==> src/design/ckh_pkg.sv <==
// ----------------------------------------------------------------------------
// ckh_pkg
// Shared types and constants for the column key hash engine: function codes,
// hashing constants, the queued work item and the back end state type.
// ----------------------------------------------------------------------------
package ckh_pkg;

    localparam logic [63:0] MUL_A      = 64'hbf58476d1ce4e5b9;
    localparam logic [63:0] MUL_B      = 64'h94d049bb133111eb;
    localparam logic [63:0] MIX_CONST  = 64'h09e3779b97f617db;
    localparam logic [63:0] ACCUM_INIT = 64'h0000000000000100;
    localparam logic [63:0] NEG_ZERO   = 64'h8000000000000000;
    localparam logic [7:0]  ACCUM_MUL  = 8'd131;

    localparam int unsigned SHIFT_1 = 30;
    localparam int unsigned SHIFT_2 = 27;
    localparam int unsigned SHIFT_3 = 31;
    localparam int unsigned SEED_SHL = 6;
    localparam int unsigned SEED_SHR = 2;

    typedef enum logic [1:0] {
        FN_INT     = 2'd0,
        FN_DOUBLE  = 2'd1,
        FN_STRING  = 2'd2,
        FN_COMBINE = 2'd3
    } t_func;

    // fin set: value goes through the finaliser, clear: value is the result
    typedef struct packed {
        logic        fin;
        logic [63:0] value;
    } t_work;

    typedef enum logic [1:0] {
        BK_IDLE = 2'd0,
        BK_MUL  = 2'd1,
        BK_OUT  = 2'd2
    } t_back_state;

    // multiply steps over 32-bit halves
    localparam logic [1:0] STEP_LL = 2'd0;
    localparam logic [1:0] STEP_LH = 2'd1;
    localparam logic [1:0] STEP_HL = 2'd2;

endpackage

==> src/design/ckh_front.sv <==
// ----------------------------------------------------------------------------
// ckh_front
// Accepts input items, folds string bytes into the running value, maps
// negative zero, performs the seed combine, and queues work for the back end.
// ----------------------------------------------------------------------------
module ckh_front (
    input  logic          i_clk,
    input  logic          i_rst_n,
    input  logic          i_push,
    input  logic          i_full,
    input  logic [1:0]    i_func,
    input  logic [63:0]   i_key,
    input  logic [63:0]   i_seed_in,
    input  logic [7:0]    i_text_byte,
    input  logic          i_has_byte,
    input  logic          i_last,
    output logic          o_wr,
    output ckh_pkg::t_work o_work
);

    logic [63:0]   r_accum;
    logic [63:0]   n_accum;
    logic [63:0]   w_folded;
    logic [63:0]   w_combine;
    logic          w_accept;
    ckh_pkg::t_func w_func;

    assign w_accept = i_push && !i_full;
    assign w_func   = ckh_pkg::t_func'(i_func);
    assign w_folded = i_has_byte
        ? 64'(r_accum * {56'd0, ckh_pkg::ACCUM_MUL}) + {56'd0, i_text_byte}
        : r_accum;
    assign w_combine = i_seed_in ^ (i_key + ckh_pkg::MIX_CONST
                                    + (i_seed_in << ckh_pkg::SEED_SHL)
                                    + (i_seed_in >> ckh_pkg::SEED_SHR));

    always_comb begin
        n_accum      = r_accum;
        o_wr         = 1'b0;
        o_work.fin   = 1'b1;
        o_work.value = i_key;
        unique case (w_func)
            ckh_pkg::FN_INT: begin
                o_wr = w_accept;
            end
            ckh_pkg::FN_DOUBLE: begin
                o_wr = w_accept;
                if (i_key == ckh_pkg::NEG_ZERO) begin
                    o_work.value = '0;
                end
            end
            ckh_pkg::FN_STRING: begin
                o_work.value = w_folded;
                o_wr         = w_accept && i_last;
                if (w_accept) begin
                    n_accum = i_last ? ckh_pkg::ACCUM_INIT : w_folded;
                end
            end
            default: begin
                o_wr         = w_accept;
                o_work.fin   = 1'b0;
                o_work.value = w_combine;
            end
        endcase
    end

    always_ff @(posedge i_clk) begin
        if (!i_rst_n) begin
            r_accum <= ckh_pkg::ACCUM_INIT;
        end else begin
            r_accum <= n_accum;
        end
    end

endmodule

==> src/design/ckh_queue.sv <==
// ----------------------------------------------------------------------------
// ckh_queue
// Short first-in first-out queue of work items between front and back end.
// ----------------------------------------------------------------------------
module ckh_queue #(
    parameter int DEPTH = 4
) (
    input  logic           i_clk,
    input  logic           i_rst_n,
    input  logic           i_wr,
    input  ckh_pkg::t_work i_work,
    output logic           o_full,
    input  logic           i_rd,
    output logic           o_valid,
    output ckh_pkg::t_work o_work
);

    localparam int PW = (DEPTH > 1) ? $clog2(DEPTH) : 1;
    localparam int CW = $clog2(DEPTH + 1);
    localparam logic [PW-1:0] LAST_PTR = PW'(DEPTH - 1);
    localparam logic [CW-1:0] FULL_CNT = CW'(DEPTH);

    ckh_pkg::t_work r_mem [DEPTH];
    logic [PW-1:0]  r_wr_ptr;
    logic [PW-1:0]  r_rd_ptr;
    logic [CW-1:0]  r_count;
    logic           w_wr;
    logic           w_rd;

    assign o_full  = (r_count == FULL_CNT);
    assign o_valid = (r_count != '0);
    assign o_work  = r_mem[r_rd_ptr];
    assign w_wr    = i_wr && !o_full;
    assign w_rd    = i_rd && o_valid;

    always_ff @(posedge i_clk) begin
        if (!i_rst_n) begin
            r_wr_ptr <= '0;
            r_rd_ptr <= '0;
            r_count  <= '0;
        end else begin
            if (w_wr) begin
                r_wr_ptr <= (r_wr_ptr == LAST_PTR) ? '0 : r_wr_ptr + 1'b1;
            end
            if (w_rd) begin
                r_rd_ptr <= (r_rd_ptr == LAST_PTR) ? '0 : r_rd_ptr + 1'b1;
            end
            if (w_wr && !w_rd) begin
                r_count <= r_count + 1'b1;
            end else if (w_rd && !w_wr) begin
                r_count <= r_count - 1'b1;
            end
        end
    end

    always_ff @(posedge i_clk) begin
        if (w_wr) begin
            r_mem[r_wr_ptr] <= i_work;
        end
    end

endmodule

==> src/design/ckh_back.sv <==
// ----------------------------------------------------------------------------
// ckh_back
// Splitmix64 finaliser on one shared 32x32 multiplier, three partial
// products per 64-bit multiply, feeding a one-entry result register.
// ----------------------------------------------------------------------------
module ckh_back (
    input  logic           i_clk,
    input  logic           i_rst_n,
    input  logic           i_q_valid,
    input  ckh_pkg::t_work i_q_work,
    output logic           o_q_rd,
    input  logic           i_pop,
    output logic           o_empty,
    output logic [63:0]    o_hash
);

    ckh_pkg::t_back_state r_state;
    ckh_pkg::t_back_state n_state;

    logic [63:0] r_z;
    logic [63:0] n_z;
    logic [63:0] r_acc;
    logic [1:0]  r_step;
    logic [1:0]  n_step;
    logic        r_pass;
    logic        n_pass;
    logic        r_out_valid;
    logic        n_out_valid;
    logic [63:0] r_out_hash;

    logic [63:0] w_mul;
    logic [31:0] w_mul_a;
    logic [31:0] w_mul_b;
    logic [63:0] w_prod;
    logic [63:0] w_sum;
    logic        w_load_out;

    assign w_mul   = r_pass ? ckh_pkg::MUL_B : ckh_pkg::MUL_A;
    assign w_mul_a = (r_step == ckh_pkg::STEP_HL) ? r_z[63:32] : r_z[31:0];
    assign w_mul_b = (r_step == ckh_pkg::STEP_LH) ? w_mul[63:32] : w_mul[31:0];
    assign w_prod  = 64'(w_mul_a) * 64'(w_mul_b);
    assign w_sum   = (r_step == ckh_pkg::STEP_LL) ? w_prod
                                                  : r_acc + {w_prod[31:0], 32'd0};

    assign w_load_out = (r_state == ckh_pkg::BK_OUT) && (!r_out_valid || i_pop);

    // next state
    always_comb begin
        n_state = r_state;
        unique case (r_state)
            ckh_pkg::BK_IDLE: begin
                if (i_q_valid) begin
                    n_state = i_q_work.fin ? ckh_pkg::BK_MUL : ckh_pkg::BK_OUT;
                end
            end
            ckh_pkg::BK_MUL: begin
                if (r_step == ckh_pkg::STEP_HL && r_pass) begin
                    n_state = ckh_pkg::BK_OUT;
                end
            end
            ckh_pkg::BK_OUT: begin
                if (w_load_out) begin
                    n_state = ckh_pkg::BK_IDLE;
                end
            end
            default: begin
                n_state = ckh_pkg::BK_IDLE;
            end
        endcase
    end

    // outputs and datapath
    always_comb begin
        o_q_rd = 1'b0;
        n_z    = r_z;
        n_step = r_step;
        n_pass = r_pass;
        unique case (r_state)
            ckh_pkg::BK_IDLE: begin
                o_q_rd = i_q_valid;
                n_step = ckh_pkg::STEP_LL;
                n_pass = 1'b0;
                n_z    = i_q_work.fin
                    ? i_q_work.value ^ (i_q_work.value >> ckh_pkg::SHIFT_1)
                    : i_q_work.value;
            end
            ckh_pkg::BK_MUL: begin
                n_step = r_step + 1'b1;
                if (r_step == ckh_pkg::STEP_HL) begin
                    n_step = ckh_pkg::STEP_LL;
                    n_pass = 1'b1;
                    n_z    = r_pass ? w_sum ^ (w_sum >> ckh_pkg::SHIFT_3)
                                    : w_sum ^ (w_sum >> ckh_pkg::SHIFT_2);
                end
            end
            default: begin
            end
        endcase
    end

    always_comb begin
        n_out_valid = r_out_valid;
        if (w_load_out) begin
            n_out_valid = 1'b1;
        end else if (i_pop) begin
            n_out_valid = 1'b0;
        end
    end

    assign o_empty = !r_out_valid;
    assign o_hash  = r_out_hash;

    always_ff @(posedge i_clk) begin
        if (!i_rst_n) begin
            r_state     <= ckh_pkg::BK_IDLE;
            r_step      <= ckh_pkg::STEP_LL;
            r_pass      <= 1'b0;
            r_out_valid <= 1'b0;
        end else begin
            r_state     <= n_state;
            r_step      <= n_step;
            r_pass      <= n_pass;
            r_out_valid <= n_out_valid;
        end
    end

    always_ff @(posedge i_clk) begin
        r_z   <= n_z;
        r_acc <= w_sum;
        if (w_load_out) begin
            r_out_hash <= r_z;
        end
    end

endmodule

==> src/design/column_key_hash_engine.sv <==
// ----------------------------------------------------------------------------
// column_key_hash_engine
// Hash engine for database keys: splitmix64 finaliser on integers, doubles
// and strings (one byte per transfer), plus a seed combine.
// ----------------------------------------------------------------------------
// flow: string bytes that give no result stall only on a full queue; the
//   back end takes one item at a time to the result register, a hashed
//   key through the shared 32x32 multiplier (three partial products per
//   64-bit multiply), while a combine skips the multiplier
// reset: synchronous, active low; empties queue and result register and
//   sets the string running value to 256
module column_key_hash_engine #(
    parameter int QUEUE_DEPTH = 4
) (
    input  logic        i_clk,
    input  logic        i_rst_n,
    input  logic        i_push,
    output logic        o_full,
    input  logic [1:0]  i_func,
    input  logic [63:0] i_key,
    input  logic [63:0] i_seed_in,
    input  logic [7:0]  i_text_byte,
    input  logic        i_has_byte,
    input  logic        i_last,
    output logic        o_empty,
    input  logic        i_pop,
    output logic [63:0] o_hash
);

    logic           w_wr;
    ckh_pkg::t_work w_wr_work;
    logic           w_q_valid;
    logic           w_q_rd;
    ckh_pkg::t_work w_q_work;

    ckh_front u_front (
        .i_clk       (i_clk),
        .i_rst_n     (i_rst_n),
        .i_push      (i_push),
        .i_full      (o_full),
        .i_func      (i_func),
        .i_key       (i_key),
        .i_seed_in   (i_seed_in),
        .i_text_byte (i_text_byte),
        .i_has_byte  (i_has_byte),
        .i_last      (i_last),
        .o_wr        (w_wr),
        .o_work      (w_wr_work)
    );

    ckh_queue #(
        .DEPTH (QUEUE_DEPTH)
    ) u_queue (
        .i_clk   (i_clk),
        .i_rst_n (i_rst_n),
        .i_wr    (w_wr),
        .i_work  (w_wr_work),
        .o_full  (o_full),
        .i_rd    (w_q_rd),
        .o_valid (w_q_valid),
        .o_work  (w_q_work)
    );

    ckh_back u_back (
        .i_clk     (i_clk),
        .i_rst_n   (i_rst_n),
        .i_q_valid (w_q_valid),
        .i_q_work  (w_q_work),
        .o_q_rd    (w_q_rd),
        .i_pop     (i_pop),
        .o_empty   (o_empty),
        .o_hash    (o_hash)
    );

endmodule

==> config.mk <==
export PLATFORM = sky130hd
export DESIGN_NAME = column_key_hash_engine
export DESIGN_NICKNAME = d
export VERILOG_FILES = /design/src/design/ckh_pkg.sv /design/src/design/ckh_front.sv /design/src/design/ckh_queue.sv /design/src/design/ckh_back.sv /design/src/design/column_key_hash_engine.sv
export SDC_FILE = /design/constraint.sdc
export NUM_CORES = 2
export LEC_CHECK = 0
export BUFFER_PORTS_ARGS = -buffer_cell sky130_fd_sc_hd__buf_2
export CAP_MARGIN = 25
export CORE_ASPECT_RATIO = 0.7
export CORE_MARGIN = 2
export CORE_UTILIZATION = 25
export DETAILED_ROUTE_END_ITERATION = 10
export SETUP_SLACK_MARGIN = 0.5
export SLEW_MARGIN = 10
export SYNTH_ARGS = -nofsm -noshare
export SYNTH_HDL_FRONTEND = slang
export SYNTH_SLANG_ARGS = --single-unit
==> constraint.sdc <==
create_clock -name i_clk -period 22.7 [get_ports i_clk]
set_clock_uncertainty 0.05 [all_clocks]
set_input_delay 4.54 -clock i_clk [delete_from_list [all_inputs] [get_ports i_clk]]
set_output_delay 4.54 -clock i_clk [all_outputs]
set_load 0.005 [all_outputs]
Word level (Yosys, flattened, before mapping)

Memories as Yosys holds them, arrays and structs flattened. A register that Yosys moved wholly into a read port is not among the register bits.
Cells that the tools add are included.

Word-level logic and storage cells: 100
Output and inout bits: 66
Bits of input ports: 144
Memories: 1
Memory bits (writable): 260
Register bits after elaboration: 269

Multipliers: 2
Multiplexer cells: 34
Eq/ne operators: 14
Bitwise operators: 4
Reductions and logical operators: 24
Add/sub/neg operators: 10

Memory list:

| name          | depth | bits a word | rd ports | clocked after Yosys merged registers in | wr ports | line            | source |
|---|---|---|---|---|---|---|---|
| u_queue.r_mem | 4     | 65          | 1        | 1                                       | 1        | ckh_queue.sv:23 | `ckh_pkg::t_work r_mem [DEPTH];` |

Operators by type and width:

| cell                     | number |
|---|---|
| $mux W64                 | 7 |
| $pmux W64 S3             | 1 |
| $add A64 B64 Y64         | 2 |
| $pmux W64 S2             | 1 |
| $add A64 B60 Y64 const B | 1 |
| $add A64 B62 Y64         | 1 |
| $add A64 B8 Y64          | 1 |
| $eq A64 B64 Y1 const B   | 1 |
| $mul A32 B32 Y64         | 1 |
| $mul A64 B8 Y64 const B  | 1 |
| $mux W32                 | 2 |
| $xor A64 B33 Y64         | 1 |
| $xor A64 B34 Y64         | 1 |
| $xor A64 B37 Y64         | 1 |
| $xor A64 B64 Y64         | 1 |
| $mux W62                 | 1 |
| $mux W2                  | 9 |
| $eq A2 B2 Y1 const B     | 5 |
| $logic_and A1 B1 Y1      | 8 |
| $mux W1                  | 8 |
| $ne A2 B1 Y1 const B     | 4 |
| $add A2 B1 Y2 const B    | 3 |
| $eq A2 B1 Y1 const B     | 3 |
| $logic_not A2 Y1         | 3 |
| 14 further kinds         | 21 |

Longest topological paths before layout

Depth after elaboration: 10
Mapped depth: 47
Gate-level depth less buffers: 43

Hierarchy

From an unflattened synthesis, not the netlist that was laid out.

Cell total of the unflattened synthesis: 7173
Area total of the unflattened synthesis: 69256.4 µm²

Modules (own cells, without submodules):

| module    | area an instance (µm²) | times used | cells an instance | seq. area each (µm²) |
|---|---|---|---|---|
| ckh_back  | 39675.6                | 1          | 4190              | 5245.0 |
| ckh_front | 19680.1                | 1          | 2593              | 1281.2 |
| ckh_queue | 9900.7                 | 1          | 390               | 7987.7 |

Least setup slack after synthesis

Ideal clock, no wire load.

Kind: reg2reg
From: reg u_back.r_step[0]
To: reg u_back.r_z[36], data pin
Path buffers: 2
Library setup time: 0.269 ns
Period minus slack after synthesis: 10.159 ns
Path slack: 12.541 ns
Data arrival time: 9.839 ns
Required time: 22.381 ns
Stages on the path, launching flop included: 43
Path through: dfxtp_1 -> nand2b_1 -> clkbuf_1 -> clkbuf_1 -> mux2_2 -> clkinv_1 -> nor2_1 -> nand2_1 -> fa_1 -> inv_1 -> fa_1 -> inv_1 -> fa_1 -> fa_1 -> inv_1 -> fa_1 -> inv_1 -> fa_1 -> [... 7 more ...] -> o21bai_1 -> a21oi_1 -> nand2b_1 -> a31oi_1 -> xnor2_1 -> ha_1 -> a21o_1 -> a21o_1 -> a21o_1 -> a21oi_1 -> nor2b_1 -> a311oi_1 -> o21ai_0 -> xnor2_1 -> nor2_1 -> a21oi_1 -> o21a_1 -> o31ai_1

Longest elaborated chain between the ends: 9
Elaborated cells between the ends (all ways): 13
Those cells by class: 1 x add/sub; 1 x mul; 2 x eq/ne; 6 x mux; 2 x bitwise; 1 x reduce/logical

RTL lines:

| item                                                        | line                           | source |
|---|---|---|
| start, declared                                             | ckh_back.sv:23                 | `logic [1:0] r_step;` |
| start signal, assigned                                      | ckh_back.sv:116                | `r_step <= ckh_pkg::STEP_LL;` |
| start signal, assigned                                      | ckh_back.sv:121                | `r_step <= n_step;` |
| $eq A2 B2 Y1 / $eq A2 B1 Y1 (equally long branches)         | ckh_back.sv:39, ckh_back.sv:40 |  |
| $mux W32, on equally long branches                          | ckh_back.sv:39, ckh_back.sv:40 |  |
| $mul A32 B32 Y64                                            | ckh_back.sv:41                 | `assign w_prod = 64'(w_mul_a) * 64'(w_mul_b);` |
| $add A64 B64 Y64                                            | ckh_back.sv:43                 | `: r_acc + {w_prod[31:0], 32'd0};` |
| $mux W64 (*)                                                | ckh_back.sv:42                 | `assign w_sum = (r_step == ckh_pkg::STEP_LL) ? w_prod` |
| $xor A64 B37 Y64 / $xor A64 B33 Y64 (equally long branches) | ckh_back.sv:93, ckh_back.sv:92 |  |
| $mux W64 (*)                                                | ckh_back.sv:92                 | `n_z = r_pass ? w_sum ^ (w_sum >> ckh_pkg::SHIFT_3)` |
| $mux W64 (*)                                                | ckh_back.sv:89                 | `if (r_step == ckh_pkg::STEP_HL) begin` |
| $pmux W64 S2 (*)                                            | ckh_back.sv:78                 | `unique case (r_state)` |
| net u_back.n_z[36]                                          | ckh_back.sv:21                 | `logic [63:0] n_z;` |
| end signal, assigned                                        | ckh_back.sv:128                | `r_z <= n_z;` |
| end, declared                                               | ckh_back.sv:20                 | `logic [63:0] r_z;` |

Mark *: on every way through the listed nets, which the timed path passes. The rest lies on a longest branch. The select of a mux whose other input is x is not followed.
A chain may end at the register's enable or synchronous reset.

Worst setup path after layout

From: reg u_back.r_pass
To: reg u_back.r_z[24], data pin

Longest elaborated chain between the ends: 9
Elaborated cells between the ends (all ways): 10
Those cells by class: 1 x add/sub; 1 x mul; 6 x mux; 2 x bitwise

RTL lines:

| item                   | line            | source |
|---|---|---|
| start, declared        | ckh_back.sv:25  | `logic r_pass;` |
| start signal, assigned | ckh_back.sv:122 | `r_pass <= n_pass;` |
| $mux W62 (*)           | ckh_back.sv:38  | `assign w_mul = r_pass ? ckh_pkg::MUL_B : ckh_pkg::MUL_A;` |
| $mux W32 (*)           | ckh_back.sv:40  | `assign w_mul_b = (r_step == ckh_pkg::STEP_LH) ? w_mul[63:32] : w_mul[31:0];` |
| $mul A32 B32 Y64 (*)   | ckh_back.sv:41  |  |
| $add A64 B64 Y64       | ckh_back.sv:43  |  |
| $mux W64 (*)           | ckh_back.sv:42  |  |
| net u_back.w_sum[55]   | ckh_back.sv:35  | `logic [63:0] w_sum;` |
| $xor A64 B33 Y64 (*)   | ckh_back.sv:92  |  |
| $mux W64 (*)           | ckh_back.sv:92  |  |
| $mux W64 (*)           | ckh_back.sv:89  |  |
| $pmux W64 S2 (*)       | ckh_back.sv:78  |  |
| net u_back.n_z[24]     | ckh_back.sv:21  |  |

Marked as above.

==> impl_metrics.yaml <==
status:
  status: "completed"
route:
  drt_drc_violations_left: 0
  wire_per_inst_um: 24.7
  drt_iter0_markers: 5484
  routed_wl_um: 265000
  vias: 52100
  ant_nets: 0
  viasPerCell: 4.84
  first_pass_iters: 5
finish:
  nets: 8871
  drive_above_1_share_pct: 7.72
  area_delta_synth_final_pct: 10.7
  fill_cells: 28800
clocking:
  cts_tree: "yes"
  clockBufferDepth: 3
  clock_latency_ns: 0.67
  postCtsSetupRepairBufs: 0
  cts_resized: 0
  root_buffer: "clkbuf_16"
  htree_levels: 2
  path_clk_slew_ns: 0.06
  cts.sinks: 531
  numCtsBuffers: 61
  holdBufCountCts: 0
timing:
  rsz0062_at_grt: "false"
  maxSlewHeadroom_pct: 25.2
  finalMaxSlewViolations: 0
  max_freq_mhz: 71.2
  period_share_pct: 61.8
  period_minus_slack_ns: 14.04
  fin_setup_tns_ns: 0
  setup_viol: 0
  tightest_slew_ns: 1.12
  hold_viol: 0
floorplanning:
  io-pin-count: 210
  fp.dieArea_mm2: 0.277
  fp.coreArea_mm2: 0.271
  rows: 160
  start_util_pct: 25.1
  dieWidth_um: 628
  die_h_um: 441
yosys:
  synth-edff-count: 388
  synth_largest_area_cell: "fa_1"
  synth_seq_cells: 531
  syn_area_mm2: 0.0682
  synth_nets: 8777
  synth_top_area_share_pct: 27.7
  synth.avg_cell_area_um2: 9.81
  synthTopCellsByArea: "fa_1, edfxtp_1, ha_1, inv_1, dfxtp_1"
  synthArstFlopShare_pct: 0
  synthFlopType: "edfxtp_1"
  ys_seq_area_share_pct: 21.3
  synth_cell_types: 91
  synth_warnings: 0
  synthCells: 6951
worst_setup_path:
  cp-end-kind: "register"
  cpMostUsedCell: "inv_1"
  cp_max_fo: 47
  required_ns: 23.04
  worstSetupPathType: "register to register"
  arrival_ns: 14.38
  slowest_stage: "nor3_1"
  max_stage_delay_ns: 0.82
  start_kind: "register"
placement:
  port-buffer-count: 209
  place_congestion: 1.02
  dp_hpwl_um: 228000
grt:
  grt_max_degree: 83
  globalRouteOverflowTotal: 0
  globalRouteTotalUtil_pct: 19.0
  antenna_found_initial: 10
  grt_pass1_wl_um: 383000
  grt_pass1_vias: 52800
run:
  max_cap_violations: 0
worst_hold_path:
  hold_class: "register to register"
==> worst max-delay path: cells and delay by family, from the launching register on <==
| kind | cells | cell delay, ns |
|---|---|---|
| muxes | 1 | 0.32 |
| buffers and inverters | 9 | 1.94 |
| xor gates and xnor gates | 2 | 0.54 |
| and+or+nand+nor | 8 | 3.20 |
| DFF | 1 | 0.50 |
| AOI/OAI and AO/OA | 6 | 2.79 |
| adders and majority gates | 10 | 4.21 |
==> routing by layer <==
metal	vias to the layer above	GRT usage, %	part of all wire, %
li1	22900	-	-
met1	26600	28.1	47
met2	2395	26.9	41
met3	235	5.54	10
met4	4	4.11	2.4
met5	-	0	0.0098
==> layout by cell type, fill, tap and decap left out, types with 34 or more instances in the layout <==
cell       Yosys  routed
xnor2_1      243     243
mux2i_1       62      60
a21oi_1      312     311
nand2b_1      36      34
o21bai_1      43      43
nor3_1        63      62
edfxtp_1     388     388
nor2b_1       81      79
ha_1         738     738
buf_2          5     209
fa_1         944     944
xor2_1        87      87
nand4_1       63      63
mux2_2        56      56
nor2_1       395     392
mux4_2        65      65
nand2_1      557     556
a22oi_1       94      94
clkbuf_16      0      63
a31oi_1       38      38
and2_1        72      67
a21o_1       115     115
buf_4          3      58
dfxtp_1      143     140
nand3_1       61      61
inv_1       1465    1464
o21ai_0      260     260
==> flip-flops by register name, indices dropped and copies added, names as in the netlist, named ones only <==
signal              flops
u_back.o_hash          64
u_back.r_acc           64
u_back.r_out_valid      1
u_back.r_pass           1
u_back.r_state          2
u_back.r_step           2
u_back.r_z             64
u_front.r_accum        64
u_queue.r_count         3
u_queue.r_mem         260
u_queue.r_rd_ptr        2
u_queue.r_wr_ptr        2
==> cell type report <==
cell class | count | area, um2 | share of cell area, %
Antenna cell | 11 | 27.5 | 0.0365
Timing Repair Buffer | 270 | 1500 | 1.98
Clock inverter | 37 | 453 | 0.600
Clock buffer | 79 | 1700 | 2.25
Inverter | 1468 | 5510 | 7.30
Tap cell | 3645 | 4560 | 6.04
Multi-Input combinational cell | 4713 | 47200 | 62.5
Sequential cell | 531 | 14500 | 19.2
==> logic make-up (layout without fill, tap and decap cells) <==
logic type	Yosys count	count (layout)	share of synthesized area, %
xor+xnor	330	330	4.24
other cells	1	12	0.00550
buf+inv	1707	1854	9.63
mux	183	183	3.98
compound gates	1083	1083	10.0
fa+ha+maj	1682	1682	41.3
flops	531	531	21.3
simple gates	1434	1434	9.55
==> worst paths after layout <==
path / from / endpoint / slack [ns] / cells past startpoint
max: u_back.r_pass / u_back.r_z[24] / 8.66 / 36
min: u_back.r_acc[23] / u_back.r_acc[23] / 0.42 / 2
max reg2reg: u_back.r_pass / u_back.r_z[24] / 8.66 / 36
min reg2reg: u_back.r_acc[23] / u_back.r_acc[23] / 0.42 / 2
==> metrics by stage <==
| stage | std cells | setup WS [ns] | area [um2] | hold slack (ns) | util (%) |
|---|---|---|---|---|---|
| 5_1_grt | 10700 | 8.39 | 75400 | 0.450 | 27.8 |
| 3_5_place_dp | 10600 | 9.40 | 73300 | 0.408 | 27.0 |
| 4_1_cts | 10700 | 9.30 | 75400 | 0.421 | 27.8 |
| 6_report | 10800 | 8.66 | 75500 | 0.416 | 27.8 |
| 2_1_floorplan | 6951 | 12.54 | 68200 | 0.372 | - |
| 3_3_place_gp | 10600 | 9.38 | 73200 | 0.397 | 27.0 |
==> cells in the mapped netlist, types with 19 or more instances <==
master       n
dfxtp_1    143
edfxtp_1   388
o211ai_1    19
a31oi_1     38
fa_1       944
xnor2_1    243
nand2_1    557
a21o_1     115
a211oi_1    26
nor2b_1     81
o21bai_1    43
xor2_1      87
mux4_2      65
clkbuf_1   189
nand2b_1    36
nor4_1      24
a22oi_1     94
o21ai_0    260
a21oi_1    312
ha_1       738
inv_1     1465
buf_1       27
nor3_1      63
mux2i_1     62
o21a_1      26
nor2_1     395
mux2_2      56
nand3_1     61
and3_1      23
nand4_1     63
and2_1      72
Power is not shown: default switching activity piles up to over one toggle a cycle in this logic, so the estimate is an artifact.
